--- src/rtl/rcl_pkg.sv ---
`timescale 1ns / 1ps
// Shared types and constants for the rotary code lock controller.
// No dependencies; used by rcl_code_store and rotary_code_lock_controller.
package rcl_pkg;

	localparam int          DIGIT_W    = 4;
	localparam int          POS_W      = 3;
	localparam int          HOLD_W     = 16;
	localparam int          IN_W       = 8;
	localparam int          OUT_W      = 24;
	localparam int          RES_W      = 17;

	localparam logic [DIGIT_W-1:0] SEL_BACK   = 4'd10;
	localparam logic [DIGIT_W-1:0] DIGIT_ONE  = 4'd1;
	localparam logic [HOLD_W-1:0]  HOLD_RESET = 16'd900;
	localparam logic [HOLD_W-1:0]  HOLD_MAX   = 16'hFFFF;

	typedef enum logic [2:0] {
		MODE_LOCKED   = 3'd0,
		MODE_ENTER    = 3'd1,
		MODE_NEW      = 3'd2,
		MODE_CONFIRM  = 3'd3,
		MODE_UNLOCKED = 3'd4,
		MODE_HOLDING  = 3'd5
	} mode_t;

	typedef enum logic [2:0] {
		EVT_NONE     = 3'd0,
		EVT_ACCEPTED = 3'd1,
		EVT_REJECTED = 3'd2,
		EVT_CHANGED  = 3'd3,
		EVT_FAILED   = 3'd4
	} event_t;

	typedef enum logic [1:0] {
		CLICK_NONE   = 2'd0,
		CLICK_UP     = 2'd1,
		CLICK_DOWN   = 2'd2,
		CLICK_BUTTON = 2'd3
	} click_t;

	typedef struct packed {
		logic               wr_en;
		logic [POS_W-1:0]   wr_pos;
		logic [DIGIT_W-1:0] wr_digit;
		logic               save_first;
		logic               commit;
		logic               fire;
	} store_ctl_t;

	typedef struct packed {
		logic match_stored;
		logic match_first;
	} store_sts_t;

	typedef struct packed {
		logic [1:0]         click;
		logic [2:0]         event_res;
		logic [POS_W-1:0]   digits_entered;
		logic [DIGIT_W-1:0] selected_digit;
		logic               unlock_drive;
		logic               secure_led;
		logic [2:0]         mode;
	} result_t;

endpackage

--- src/rtl/rcl_code_store.sv ---
`timescale 1ns / 1ps
// Digit stores for the code lock: entry buffer, first new code and stored code,
// with the code comparators. Depends on rcl_pkg.
module rcl_code_store #(
	parameter int CODE_DIGITS = 4
) (
	input  logic                clk,
	input  logic                arst_n,
	input  rcl_pkg::store_ctl_t ctl,
	output rcl_pkg::store_sts_t sts
);

	localparam int IdxW = (CODE_DIGITS > 1) ? $clog2(CODE_DIGITS) : 1;

	logic [rcl_pkg::DIGIT_W-1:0] entry_q  [CODE_DIGITS];
	logic [rcl_pkg::DIGIT_W-1:0] entry_n  [CODE_DIGITS];
	logic [rcl_pkg::DIGIT_W-1:0] first_q  [CODE_DIGITS];
	logic [rcl_pkg::DIGIT_W-1:0] stored_q [CODE_DIGITS];
	logic [IdxW-1:0]             wr_idx;

	assign wr_idx = ctl.wr_pos[IdxW-1:0];

	always_comb begin
		sts.match_stored = 1'b1;
		sts.match_first  = 1'b1;
		for (int i = 0; i < CODE_DIGITS; i++) begin
			entry_n[i] = (ctl.wr_en && wr_idx == IdxW'(i)) ? ctl.wr_digit : entry_q[i];
			if (entry_n[i] != stored_q[i]) begin
				sts.match_stored = 1'b0;
			end
			if (entry_n[i] != first_q[i]) begin
				sts.match_first = 1'b0;
			end
		end
	end

	always_ff @(posedge clk) begin
		if (ctl.fire && ctl.wr_en) begin
			entry_q[wr_idx] <= ctl.wr_digit;
		end
		if (ctl.fire && ctl.save_first) begin
			first_q <= entry_n;
		end
	end

	always_ff @(posedge clk or negedge arst_n) begin
		if (!arst_n) begin
			for (int i = 0; i < CODE_DIGITS; i++) begin
				stored_q[i] <= (i < 2) ? rcl_pkg::DIGIT_ONE : '0;
			end
		end else if (ctl.fire && ctl.commit) begin
			stored_q <= first_q;
		end
	end

endmodule

--- config.mk ---
export PLATFORM = sky130hd
export DESIGN_NAME = rcl_code_store
export DESIGN_NICKNAME = d
export VERILOG_FILES = /design/src/rtl/rcl_pkg.sv /design/src/rtl/rcl_code_store.sv
export SDC_FILE = /design/constraint.sdc
export NUM_CORES = 1
export LEC_CHECK = 0
export BUFFER_PORTS_ARGS = -buffer_cell sky130_fd_sc_hd__buf_2
export CELL_PAD_IN_SITES_DETAIL_PLACEMENT = 1
export CELL_PAD_IN_SITES_GLOBAL_PLACEMENT = 1
export CORE_MARGIN = 4
export CORE_UTILIZATION = 44
export DETAILED_ROUTE_END_ITERATION = 12
export MAX_ROUTING_LAYER = met4
export PLACE_DENSITY = 0.78
export SYNTH_ARGS = -nofsm -noshare
export SYNTH_HDL_FRONTEND = slang
export SYNTH_SLANG_ARGS = --single-unit
--- constraint.sdc ---
create_clock -name clk -period 1.45 [get_ports clk]
set_clock_uncertainty 0.1 [all_clocks]
set_input_delay 0.0725 -clock clk [delete_from_list [all_inputs] [get_ports clk]]
set_output_delay 0.0725 -clock clk [all_outputs]
set_load 0.01 [all_outputs]
# Word level (Yosys, flattened, before mapping)
# Memory sizes are Yosys's and may differ from the RTL's.
# Index checks and enable logic that the tools add are counted.
[classes]
n_eq_ne = 11
mux = 14
reduce_logical = 8
[op_table]
columns = ["cell", "count"]
rows = [
  ["4-bit != test", 8],
  ["4-bit 2-to-1 mux", 4],
  ["1-bit 2-to-1 mux", 10],
  ["1-bit logical AND", 7],
  ["2-bit == test (second input constant)", 2],
  ["2-bit by 1-bit == test with 1-bit output (second input constant)", 1],
  ["2-bit zero test", 1],
]
[word_totals]
ff_bits = 32
mem_bits_rw = 16
output_inout_bits = 2
elab_cells = 42
mem_count = 1
[memory_table]
columns = ["name", "words", "width", "read_ports", "rd_clocked_by_memory_dff", "wr", "line_no", "source"]
rows = [
  ["entry_q", 4, 4, 4, 0, 1, "rcl_code_store.sv:15", "logic [rcl_pkg::DIGIT_W-1:0] entry_q [CODE_DIGITS];"],
]

# Logic depth before layout (Yosys ltp)
# Gate-level depths: netlist (run 1).
[logic_depth]
depth_word = 8
mapped_depth = 7
depth_no_buf = 6

# Least setup slack after synthesis (run 1)
# No wires, ideal clock.
[synth_timing]
path_type = "register to output"
startpoint = "register first_q[9] (netlist bit)"
endpoint = "output sts[0] (netlist bit)"
arrival_ns = 1.542
path_slack_ns = -0.265
path_stages_with_launch = 6
path_buffers = 0
path_cell_list = "edfxtp_1 -> a221oi_2 -> a21oi_1 -> nor4_1 -> nand4_1 -> nor4_1"
[synth_lines]
columns = ["element", "line_no", "source"]
rows = [
  ["start, declared", "rcl_code_store.sv:17", "logic [rcl_pkg::DIGIT_W-1:0] first_q [CODE_DIGITS];"],
  ["start signal, assigned", "rcl_code_store.sv:42", "first_q <= entry_n;"],
  ["end, declared", "rcl_code_store.sv:10", "output rcl_pkg::store_sts_t sts"],
]

==> results of run 1 <==
[cells by family (layout without fill, tap and decap cells)]
group,after synthesis,count (layout),share of synthesized area
xor+xnor,27,27,0.0901
flops,48,48,0.520
mux,21,21,0.0877
compound gates,43,43,0.114
buf+inv,28,106,0.0534
simple gates,62,62,0.135
[synthesized netlist by cell type]
| cell | count |
|---|---|
| a2111oi_0 | 1 |
| a2111oi_4 | 1 |
| a211oi_1 | 1 |
| a21oi_1 | 12 |
| a21oi_2 | 1 |
| a221oi_1 | 1 |
| a221oi_2 | 1 |
| a22oi_1 | 1 |
| a31oi_1 | 1 |
| and2_1 | 4 |
| and2_2 | 1 |
| and3_1 | 2 |
| and3b_1 | 2 |
| and3b_2 | 1 |
| buf_6 | 2 |
| clkbuf_1 | 4 |
| clkbuf_8 | 2 |
| dfrtp_1 | 14 |
| dfstp_2 | 2 |
| edfxtp_1 | 32 |
| inv_1 | 20 |
| mux2_2 | 16 |
| mux2i_1 | 5 |
| nand2_1 | 15 |
| nand3_1 | 5 |
| nand3b_1 | 3 |
| nand3b_2 | 2 |
| nand4_1 | 3 |
| nor2_1 | 13 |
| nor3_1 | 4 |
| nor3b_1 | 2 |
| nor3b_4 | 1 |
| nor4_1 | 3 |
| nor4b_2 | 1 |
| o2111ai_1 | 3 |
| o211ai_1 | 1 |
| o21ai_0 | 11 |
| o221ai_1 | 3 |
| o22ai_1 | 3 |
| o31ai_1 | 1 |
| o32ai_1 | 1 |
| xnor2_1 | 15 |
| xor2_1 | 12 |
[area by class of cell]
type / instances / area (µm²)
Fill cell: 604 / 2220
Clock buffer: 8 / 90.1
Sequential cell: 48 / 1370
Inverter: 20 / 75.1
Timing Repair Buffer: 78 / 598
Tap cell: 72 / 90.1
Multi-Input combinational cell: 153 / 1200
[worst register-to-register path: cells and delay by family, from the launching register on]
kind,cells,cell delay (ps)
buffers and inverters,3,280
flip-flops,1,420
AND/OR/NAND/NOR,1,60
AO/OA/AOI/OAI,1,200
[per-stage QoR]
stage	TNS (ps)	cells	setup slack [ps]	total power, µW
6_report	-1480	379	-784	3110
5_1_grt	-1730	379	-910	3270
4_1_cts	-1550	379	-816	3110
3_5_place_dp	-1920	368	-660	2270
3_3_place_gp	-1440	368	-500	2240
2_1_floorplan	-279	229	-140	1970
[power by group through the flow]
stage	sequential, µW	combinational, µW	clock (µW)
after floorplan	1650	320	0
after global placement	1670	567	0
after detailed placement	1680	596	0
after CTS	1650	613	846
after global routing	1670	679	927
final	1650	626	834
[worst paths after layout]
check	from	slack, ps	depth (start not counted)	to
max	stored_q[2]$_DFFE_PN0P_	-780	7	sts[1]
min	ctl[3]	60	1	entry_q[3][0]$_DFFE_PP_
max reg2reg	entry_q[0][1]$_DFFE_PP_	140	5	first_q[13]$_DFFE_PP_
min reg2reg	first_q[10]$_DFFE_PP_	450	1	stored_q[10]$_DFFE_PN0P_
max in group asynchronous	arst_n	750	2	stored_q[12]$_DFFE_PN1P_
min in group asynchronous	arst_n	140	2	stored_q[11]$_DFFE_PN0P_
[state kept, by name, summed over array words and instances (netlist names)]
signal    cells
entry_q      16
first_q      16
stored_q     16
[per-layer routing]
| metal | share of wire | global-route usage |
|---|---|---|
| met1 | 0.44 | 0.287 |
| met2 | 0.52 | 0.402 |
| met3 | 0.027 | 0.0398 |
| met4 | 0.0091 | 0.0504 |
| met5 | 0 | - |
[what timing repair did]
action	in CTS	in global routing
hold buffers	3	0
pin swaps	4	3
hold endpoints to repair	18	0
resized for setup	3	9
endpoints found under the setup margin	2	2
==> impl_metrics.yaml, run 1 <==
status:
  status: "complete, but fails checks"
  violations: "setup timing"
die:
  die_h_um: 85.2
  die_x_um: 85.2
  num_rows: 27
  ioPinCount: 15
  die_area_um2: 7270
  fp.coreArea_um2: 5640
  initial_core_util: 0.465
sta:
  fmax_mhz: 448
  slew_viol_final: 0
  hold_ws_ps: 56.6
  rsz0062_at_grt: "yes"
  hold_violations: 0
  fin_crit_sh: 1.54
  setup_violations: 2
  min_period_ps: 2230
  fin_ws_ps: -784
  max_slew_margin: 0.683
  tightest_slew_ps: 475
synth:
  yosysUniqueCellTypes: 43
  syn_nets: 242
  synth_area_per_cell_um2: 11.5
  synth.area.top_cells: "edfxtp_1, dfrtp_1, mux2_2, xnor2_1, xor2_1"
  yosysTopAreaCell: "edfxtp_1"
  synth.cell_area_um2: 2630
  yosys_warnings: 0
  synth_top_area_share: 0.366
  yosysSeqAreaShare: 0.520
  synthesis.instances: 229
  synth_seq_cells: 48
global_routing:
  grt_max_degree: 19
  grt_overflow: 0
  grt_pass1_vias: 2289
  grtUsageTotal: 0.233
  grt_antenna_before_repair: 0
  grt_pass1_wl_mm: 12.4
clocking:
  cts_buffers: 5
  cts_root_buf: "clkbuf_8"
  postCtsSetupRepairBufs: 0
  clk_pin_slew_worst_paths_ps: 90
  ctsLongestPathBuffers: 2
  clk-insertion-delay-late_ps: 300
  cts_tree: "built"
  cts_max_level: 2
  cts_sinks: 48
finish:
  drive_gt1_frac: 0.388
  final_common_cell: "buf_4"
  antennaDiodeCount: 0
  fin_nets: 319
  stdcell_area_um2: 3420
  final_util: 0.606
  syn_to_final_growth_pct: 30.2
  final_cell_mix: "buf_4, edfxtp_1, inv_1"
worst_setup_path:
  critical_path_arrival_ps: 2060
  crit_chain: "xnor2_2 > o32ai_1 > buf_4 > a2111oi_4 > nand4_1 > nor4b_4 > buf_2"
  cp-start-kind: "flip-flop"
  worstPathRequired_ps: 1280
  worstSetupPathType: "reg -> out"
  critical_path.endpoint_type: "primary output"
  slowest_stage: "dfrtp_2"
  cp.buffers_inverters: 2
  path_max_fanout: 4
  cp_top_family: "simple AND/OR/NAND/NOR gates"
  cp_slowest_stage_delay_ps: 450
pwr:
  p_clk_frac: 0.268
  power.density_nw_per_um2: 911
  p_int_uw: 2270
  power.switching_uw: 839
  seqPwrFrac: 0.531
  cellLeakagePower_uw: 0.00145
  switching_share: 0.270
  combPwrFrac: 0.201
  ir_worst_vdd_mv: 0.551
detailed_routing:
  drt_iter0_markers: 140
  drc: 0
  vias_per_cell: 5.49
  wl_per_cell_um: 20.2
  drtAntennaViolNets: 0
  firstDrtPassIters: 4
  vias: 2081
  wl_mm: 7.67
min_path:
  hold_path_class: "in -> reg"
place:
  post-dp-hpwl_mm: 5.77
  postPlaceCellArea_um2: 3240
  port_buffers: 13
  gp_congestion: 0.864
job:
  cap_viol_max_count: 0
No activity file was read; power rests on OpenSTA's default activity.
==> run 2: changes to the inputs <==
ABC_AREA = 1   (was not set)
CORE_UTILIZATION = 41   (was 44)
PLACE_DENSITY = not set   (was 0.78)
PLACE_DENSITY_LB_ADDON = 0.1   (was not set)
==> run 2 against run 1 <==
The run still ends with setup timing left. Global-route usage is 2.6 points lower. Register-to-register slack better by 220 ps. Sequential share of layout area up 4.6 points. Non-clock buffer count is 21 lower. Flip-flop and latch count is the same. Core utilization decreased by 8.9 points.
==> impl_metrics.yaml, run 2 <==
sta:
  min_period_ps: 1680
  rsz0062_at_grt: "yes"
  fin_crit_sh: 1.16
  slew_viol_final: 0
  max_slew_margin: 0.699
  hold_ws_ps: 19.5
  fin_ws_ps: -226
  setup_violations: 2
  tightest_slew_ps: 451
  fmax_mhz: 597
  hold_violations: 0
pwr:
  ir_worst_vdd_mv: 0.450
  cellLeakagePower_uw: 0.00147
  p_total_uw: 2840
  power.density_nw_per_um2: 929
synth:
  syn_nets: 316
  yosys-top-cells-count: "nand2_1, edfxtp_1, inv_1, nand3_1, o21ai_0"
  synth.cell_area_um2: 2490
  synth_edf_count: 32
  synth_seq_cells: 48
  synth_top_area_share: 0.385
  yosysUniqueCellTypes: 16
  synth_area_per_cell_um2: 8.23
  async_flop_share: 0.333
  synth.area.top_cells: "edfxtp_1, nand2_1, dfrtp_1, nand3_1, inv_1"
  yosysSeqAreaShare: 0.547
  yosys_warnings: 0
  yosysMostFrequentCell: "nand2_1"
  synth_flop_cell: "edfxtp_1"
  synthesis.instances: 303
  yosysTopAreaCell: "edfxtp_1"
status:
  violations: "setup timing"
  status: "complete, but fails checks"
clocking:
  cts_sinks: 48
  clk_pin_slew_worst_paths_ps: 90
  cts_root_buf: "clkbuf_8"
  ctsLongestPathBuffers: 2
  cts_max_level: 2
  cts_buffers: 5
  clk-insertion-delay-late_ps: 310
  cts_tree: "built"
worst_setup_path:
  worstPathRequired_ps: 1280
  r2r_slack_ps: 360
  worstSetupPathType: "reg -> out"
  critical_path.endpoint_type: "primary output"
  reg2reg_to: "first_q[6]$_DFFE_PP_"
  r2r_cells: 3
  critical_path_arrival_ps: 1500
  rr_startpoint: "entry_q[2][2]$_DFFE_PP_"
  cp-start-kind: "flip-flop"
  path_max_fanout: 3
die:
  initial_core_util: 0.421
  die_area_um2: 7390
  num_rows: 28
  fp.coreArea_um2: 5920
  die_h_um: 86.0
  die_x_um: 86.0
  ioPinCount: 15
global_routing:
  grt_pass1_vias: 2284
  grt_overflow: 0
  grt_max_degree: 33
  grt_antenna_before_repair: 0
  grtUsageTotal: 0.207
  grt_pass1_wl_mm: 11.4
detailed_routing:
  firstDrtPassIters: 4
  vias_per_cell: 5.06
  wl_per_cell_um: 15.7
  drt_iter0_markers: 78
  wl_mm: 6.84
  drc: 0
  drtAntennaViolNets: 0
  vias: 2207
finish:
  final_util: 0.517
  final_cell_mix: "nand2_1, buf_4, edfxtp_1"
  fin_nets: 373
  antennaDiodeCount: 0
  final_common_cell: "nand2_1"
  syn_to_final_growth_pct: 22.7
  drive_gt1_frac: 0.213
  top_regs: "entry_q: 16 flops, first_q: 16 flops, stored_q: 16 flops"
place:
  port_buffers: 13
  pre_cts_slack_ps: -268
  gp_congestion: 0.787
  post-dp-hpwl_mm: 4.98
min_path:
  hold_path_startpoint: "ctl[3]"
  whs_path_depth: 1
  hold_path_class: "in -> reg"
  holdPathEnd: "entry_q[2][0]$_DFFE_PP_"
job:
  cap_viol_max_count: 0
[run 2: final cells by class]
type / instances / area (µm²)
tap: 75 / 93.8
sequential: 48 / 1360
clock inverter: 2 / 7.51
timing repair buffer: 57 / 407
multi-input combinational: 219 / 1010
fill: 749 / 2860
clock buffer: 6 / 72.6
inverter: 29 / 109
[run 2: routing by layer]
metal	routed length (µm)	vias to the layer above	track usage
li1	-	1108	-
met1	3270	1076	0.264
met2	3370	17	0.352
met3	141	6	0.0346
met4	55	0	0.0345
met5	0	-	-
[run 2: worst max-delay path by stage]
stage                                        from  endpoint  slack [ps]  depth (start not counted)
after floorplan                            ctl[8]    sts[1]         270                         10
after global placement                     ctl[7]    sts[1]        -230                         13
after detailed placement                   ctl[7]    sts[1]        -270                         13
after CTS                 entry_q[3][3]$_DFFE_PP_    sts[0]        -280                         10
after global routing      entry_q[3][3]$_DFFE_PP_    sts[0]        -380                         10
final                     entry_q[3][3]$_DFFE_PP_    sts[0]        -230                         10
[run 2: cell families after synthesis]
logic type / count (synthesis) / share of synthesized area
DFF: 48 / 0.547
buffers and inverters: 36 / 0.0647
and+or+nand+nor: 203 / 0.356
AOI/OAI and AO/OA: 16 / 0.0321
[run 2: critical path: stages (launching register included)]
cell and delay, ps:
edfxtp_1 400, nand2_2 100, nand2_2 70, nand2_1 70, nand2_1 60, inv_1 60
nand2_1 50, nor2_2 100, nand2_1 70, nor2_2 90, buf_2 140
[run 2: timing repair]
item | in CTS | in global routing
resized for setup | 5 | 8
pin swaps | 8 | 4
setup endpoints to repair | 2 | 2
hold buffers | 3 | 0
gates cloned | 0 | 0
hold endpoints to repair | 21 | 0
setup buffers | 0 | 2
[run 2: power by group]
| part | total [µW] | switching [µW] | leakage (µW) | internal, µW |
|---|---|---|---|---|
| sequential | 1600 | 51.0 | 0.000491 | 1550 |
| clock | 789 | 459 | 0.0000403 | 330 |
| combinational | 450 | 268 | 0.000936 | 182 |
[run 2: per-stage QoR]
stage               cell area (µm²)  setup TNS, ps  instances
floorplan                      2490              0        303
global placement               2890           -425        423
detailed placement             2890           -499        423
CTS                            3020           -542        434
global route                   3060           -742        436
finish                         3060           -446        436
==> run 3: changes to the inputs <==
PLACE_DENSITY = 0.83   (was not set)
PLACE_DENSITY_LB_ADDON = not set   (was 0.1)
==> run 3 against run 2 <==
The run still ends with setup timing left. Critical endpoint unchanged. Count of clock-buffer cells in the layout rose by 2. Flip-flop and latch count stayed put. Cell count is 0.69% lower. Die area is the same. First-iteration DRC count grew 15%. Hold slack worse by 7.5 ps.
==> impl_metrics.yaml, run 3 (synthesis gave the netlist of run 2 again) <==
status:
  status: "complete, but fails checks"
  violations: "setup timing"
finish:
  antennaDiodeCount: 0
  top_regs: "entry_q: 16 flops, first_q: 16 flops, stored_q: 16 flops"
  final_common_cell: "nand2_1"
  final_cell_mix: "nand2_1, buf_4, edfxtp_1"
  drive_gt1_frac: 0.209
  fin_nets: 370
  final_util: 0.512
  syn_to_final_growth_pct: 21.5
worst_setup_path:
  path_max_fanout: 3
  cp-start-kind: "flip-flop"
  worstSetupPathType: "reg -> out"
  critical_path.endpoint_type: "primary output"
  critical_path_arrival_ps: 1570
  r2r_cells: 4
  worstPathRequired_ps: 1280
global_routing:
  grt_antenna_before_repair: 0
  grt_max_degree: 33
  grt_pass1_vias: 2403
  grt_overflow: 0
  grt_pass1_wl_mm: 11.7
  grtUsageTotal: 0.213
die:
  ioPinCount: 15
  die_h_um: 86.0
  initial_core_util: 0.421
  num_rows: 28
  die_x_um: 86.0
  die_area_um2: 7390
  fp.coreArea_um2: 5920
detailed_routing:
  wl_mm: 6.98
  vias_per_cell: 5.17
  drtAntennaViolNets: 0
  wl_per_cell_um: 16.1
  drc: 0
  vias: 2238
  drt_iter0_markers: 90
  firstDrtPassIters: 4
clocking:
  cts_buffers: 5
  clk-insertion-delay-late_ps: 300
  cts_root_buf: "clkbuf_8"
  ctsLongestPathBuffers: 2
  cts_max_level: 2
  clk_pin_slew_worst_paths_ps: 90
  cts_tree: "built"
  cts_sinks: 48
sta:
  rsz0062_at_grt: "yes"
  setup_violations: 2
  fin_ws_ps: -290
  slew_viol_final: 0
  tightest_slew_ps: 460
  fmax_mhz: 575
  fin_crit_sh: 1.20
  max_slew_margin: 0.694
  min_period_ps: 1740
  hold_violations: 0
  hold_ws_ps: 11.9
pwr:
  power.switching_uw: 773
  power.density_nw_per_um2: 956
  combPwrFrac: 0.156
  seqPwrFrac: 0.555
  cellLeakagePower_uw: 0.00146
  switching_share: 0.267
  p_int_uw: 2120
  p_clk_frac: 0.289
  ir_worst_vdd_mv: 0.520
job:
  cap_viol_max_count: 0
place:
  post-dp-hpwl_mm: 5.18
  gp_congestion: 0.779
  port_buffers: 13
  pre_cts_slack_ps: -188
min_path:
  whs_path_depth: 1
  hold_path_class: "in -> reg"
## run 3: layout make-up
| class | instances | area, µm² |
|---|---|---|
| Inverter | 29 | 109 |
| Tap cell | 75 | 93.8 |
| Clock buffer | 8 | 90.1 |
| Timing Repair Buffer | 54 | 380 |
| Sequential cell | 48 | 1360 |
| Fill cell | 741 | 2890 |
| Multi-Input combinational cell | 219 | 993 |
## run 3: what timing repair did
| item | 4_1_cts | 5_1_grt |
|---|---|---|
| endpoints found under the setup margin | 2 | 2 |
| hold buffers | 3 | 0 |
| buffers inserted | 0 | 0 |
| pin swaps | 6 | 4 |
| resized for setup | 4 | 7 |
| endpoints found under the hold margin | 22 | 0 |
## run 3: path summary, 6_finish.rpt
kind,startpoint,endpoint,slack (ps)
setup reg to reg,entry_q[3][0]$_DFFE_PP_,first_q[0]$_DFFE_PP_,260
hold / removal,ctl[5],entry_q[0][2]$_DFFE_PP_,10
max in group asynchronous,arst_n,stored_q[8]$_DFFE_PN1P_,760
hold reg to reg,stored_q[15]$_DFFE_PN0P_,stored_q[15]$_DFFE_PN0P_,420
min in group asynchronous,arst_n,stored_q[14]$_DFFE_PN0P_,140
setup / recovery,entry_q[3][3]$_DFFE_PP_,sts[0],-290
## run 3: worst max-delay path, stage by stage (launching register included)
cell	delay [ps]
edfxtp_1	410
nand2_2	110
nand2_2	80
nand2_2	80
nand2_2	50
inv_2	60
nand2_2	50
nor2_2	130
nand2_1	60
nor2_1	100
buf_2	130
## run 3: per-stage QoR
stage               std cells  total power, µW  setup TNS (ps)  instance area [µm²]
finish                    433             2900            -528                 3030
global route              433             3050            -811                 3030
CTS                       433             2910            -557                 3020
detailed placement        422             2070            -361                 2890
global placement          422             2040            -281                 2890
floorplan                 303             1870               0                 2490
## run 3: routing by layer
metal	global-route usage	routed length [µm]
met2	0.373	3710
met5	-	0
met1	0.252	3040
met3	0.0375	136
met4	0.0561	91
## run 3: power by group through the flow
stage                     Combinational [µW]  Sequential, µW  Clock, µW
after floorplan                          260            1620          0
after global placement                   409            1630          0
after detailed placement                 436            1630          0
after global routing                     512            1620        917
after CTS                                451            1610        859
final                                    453            1610        836
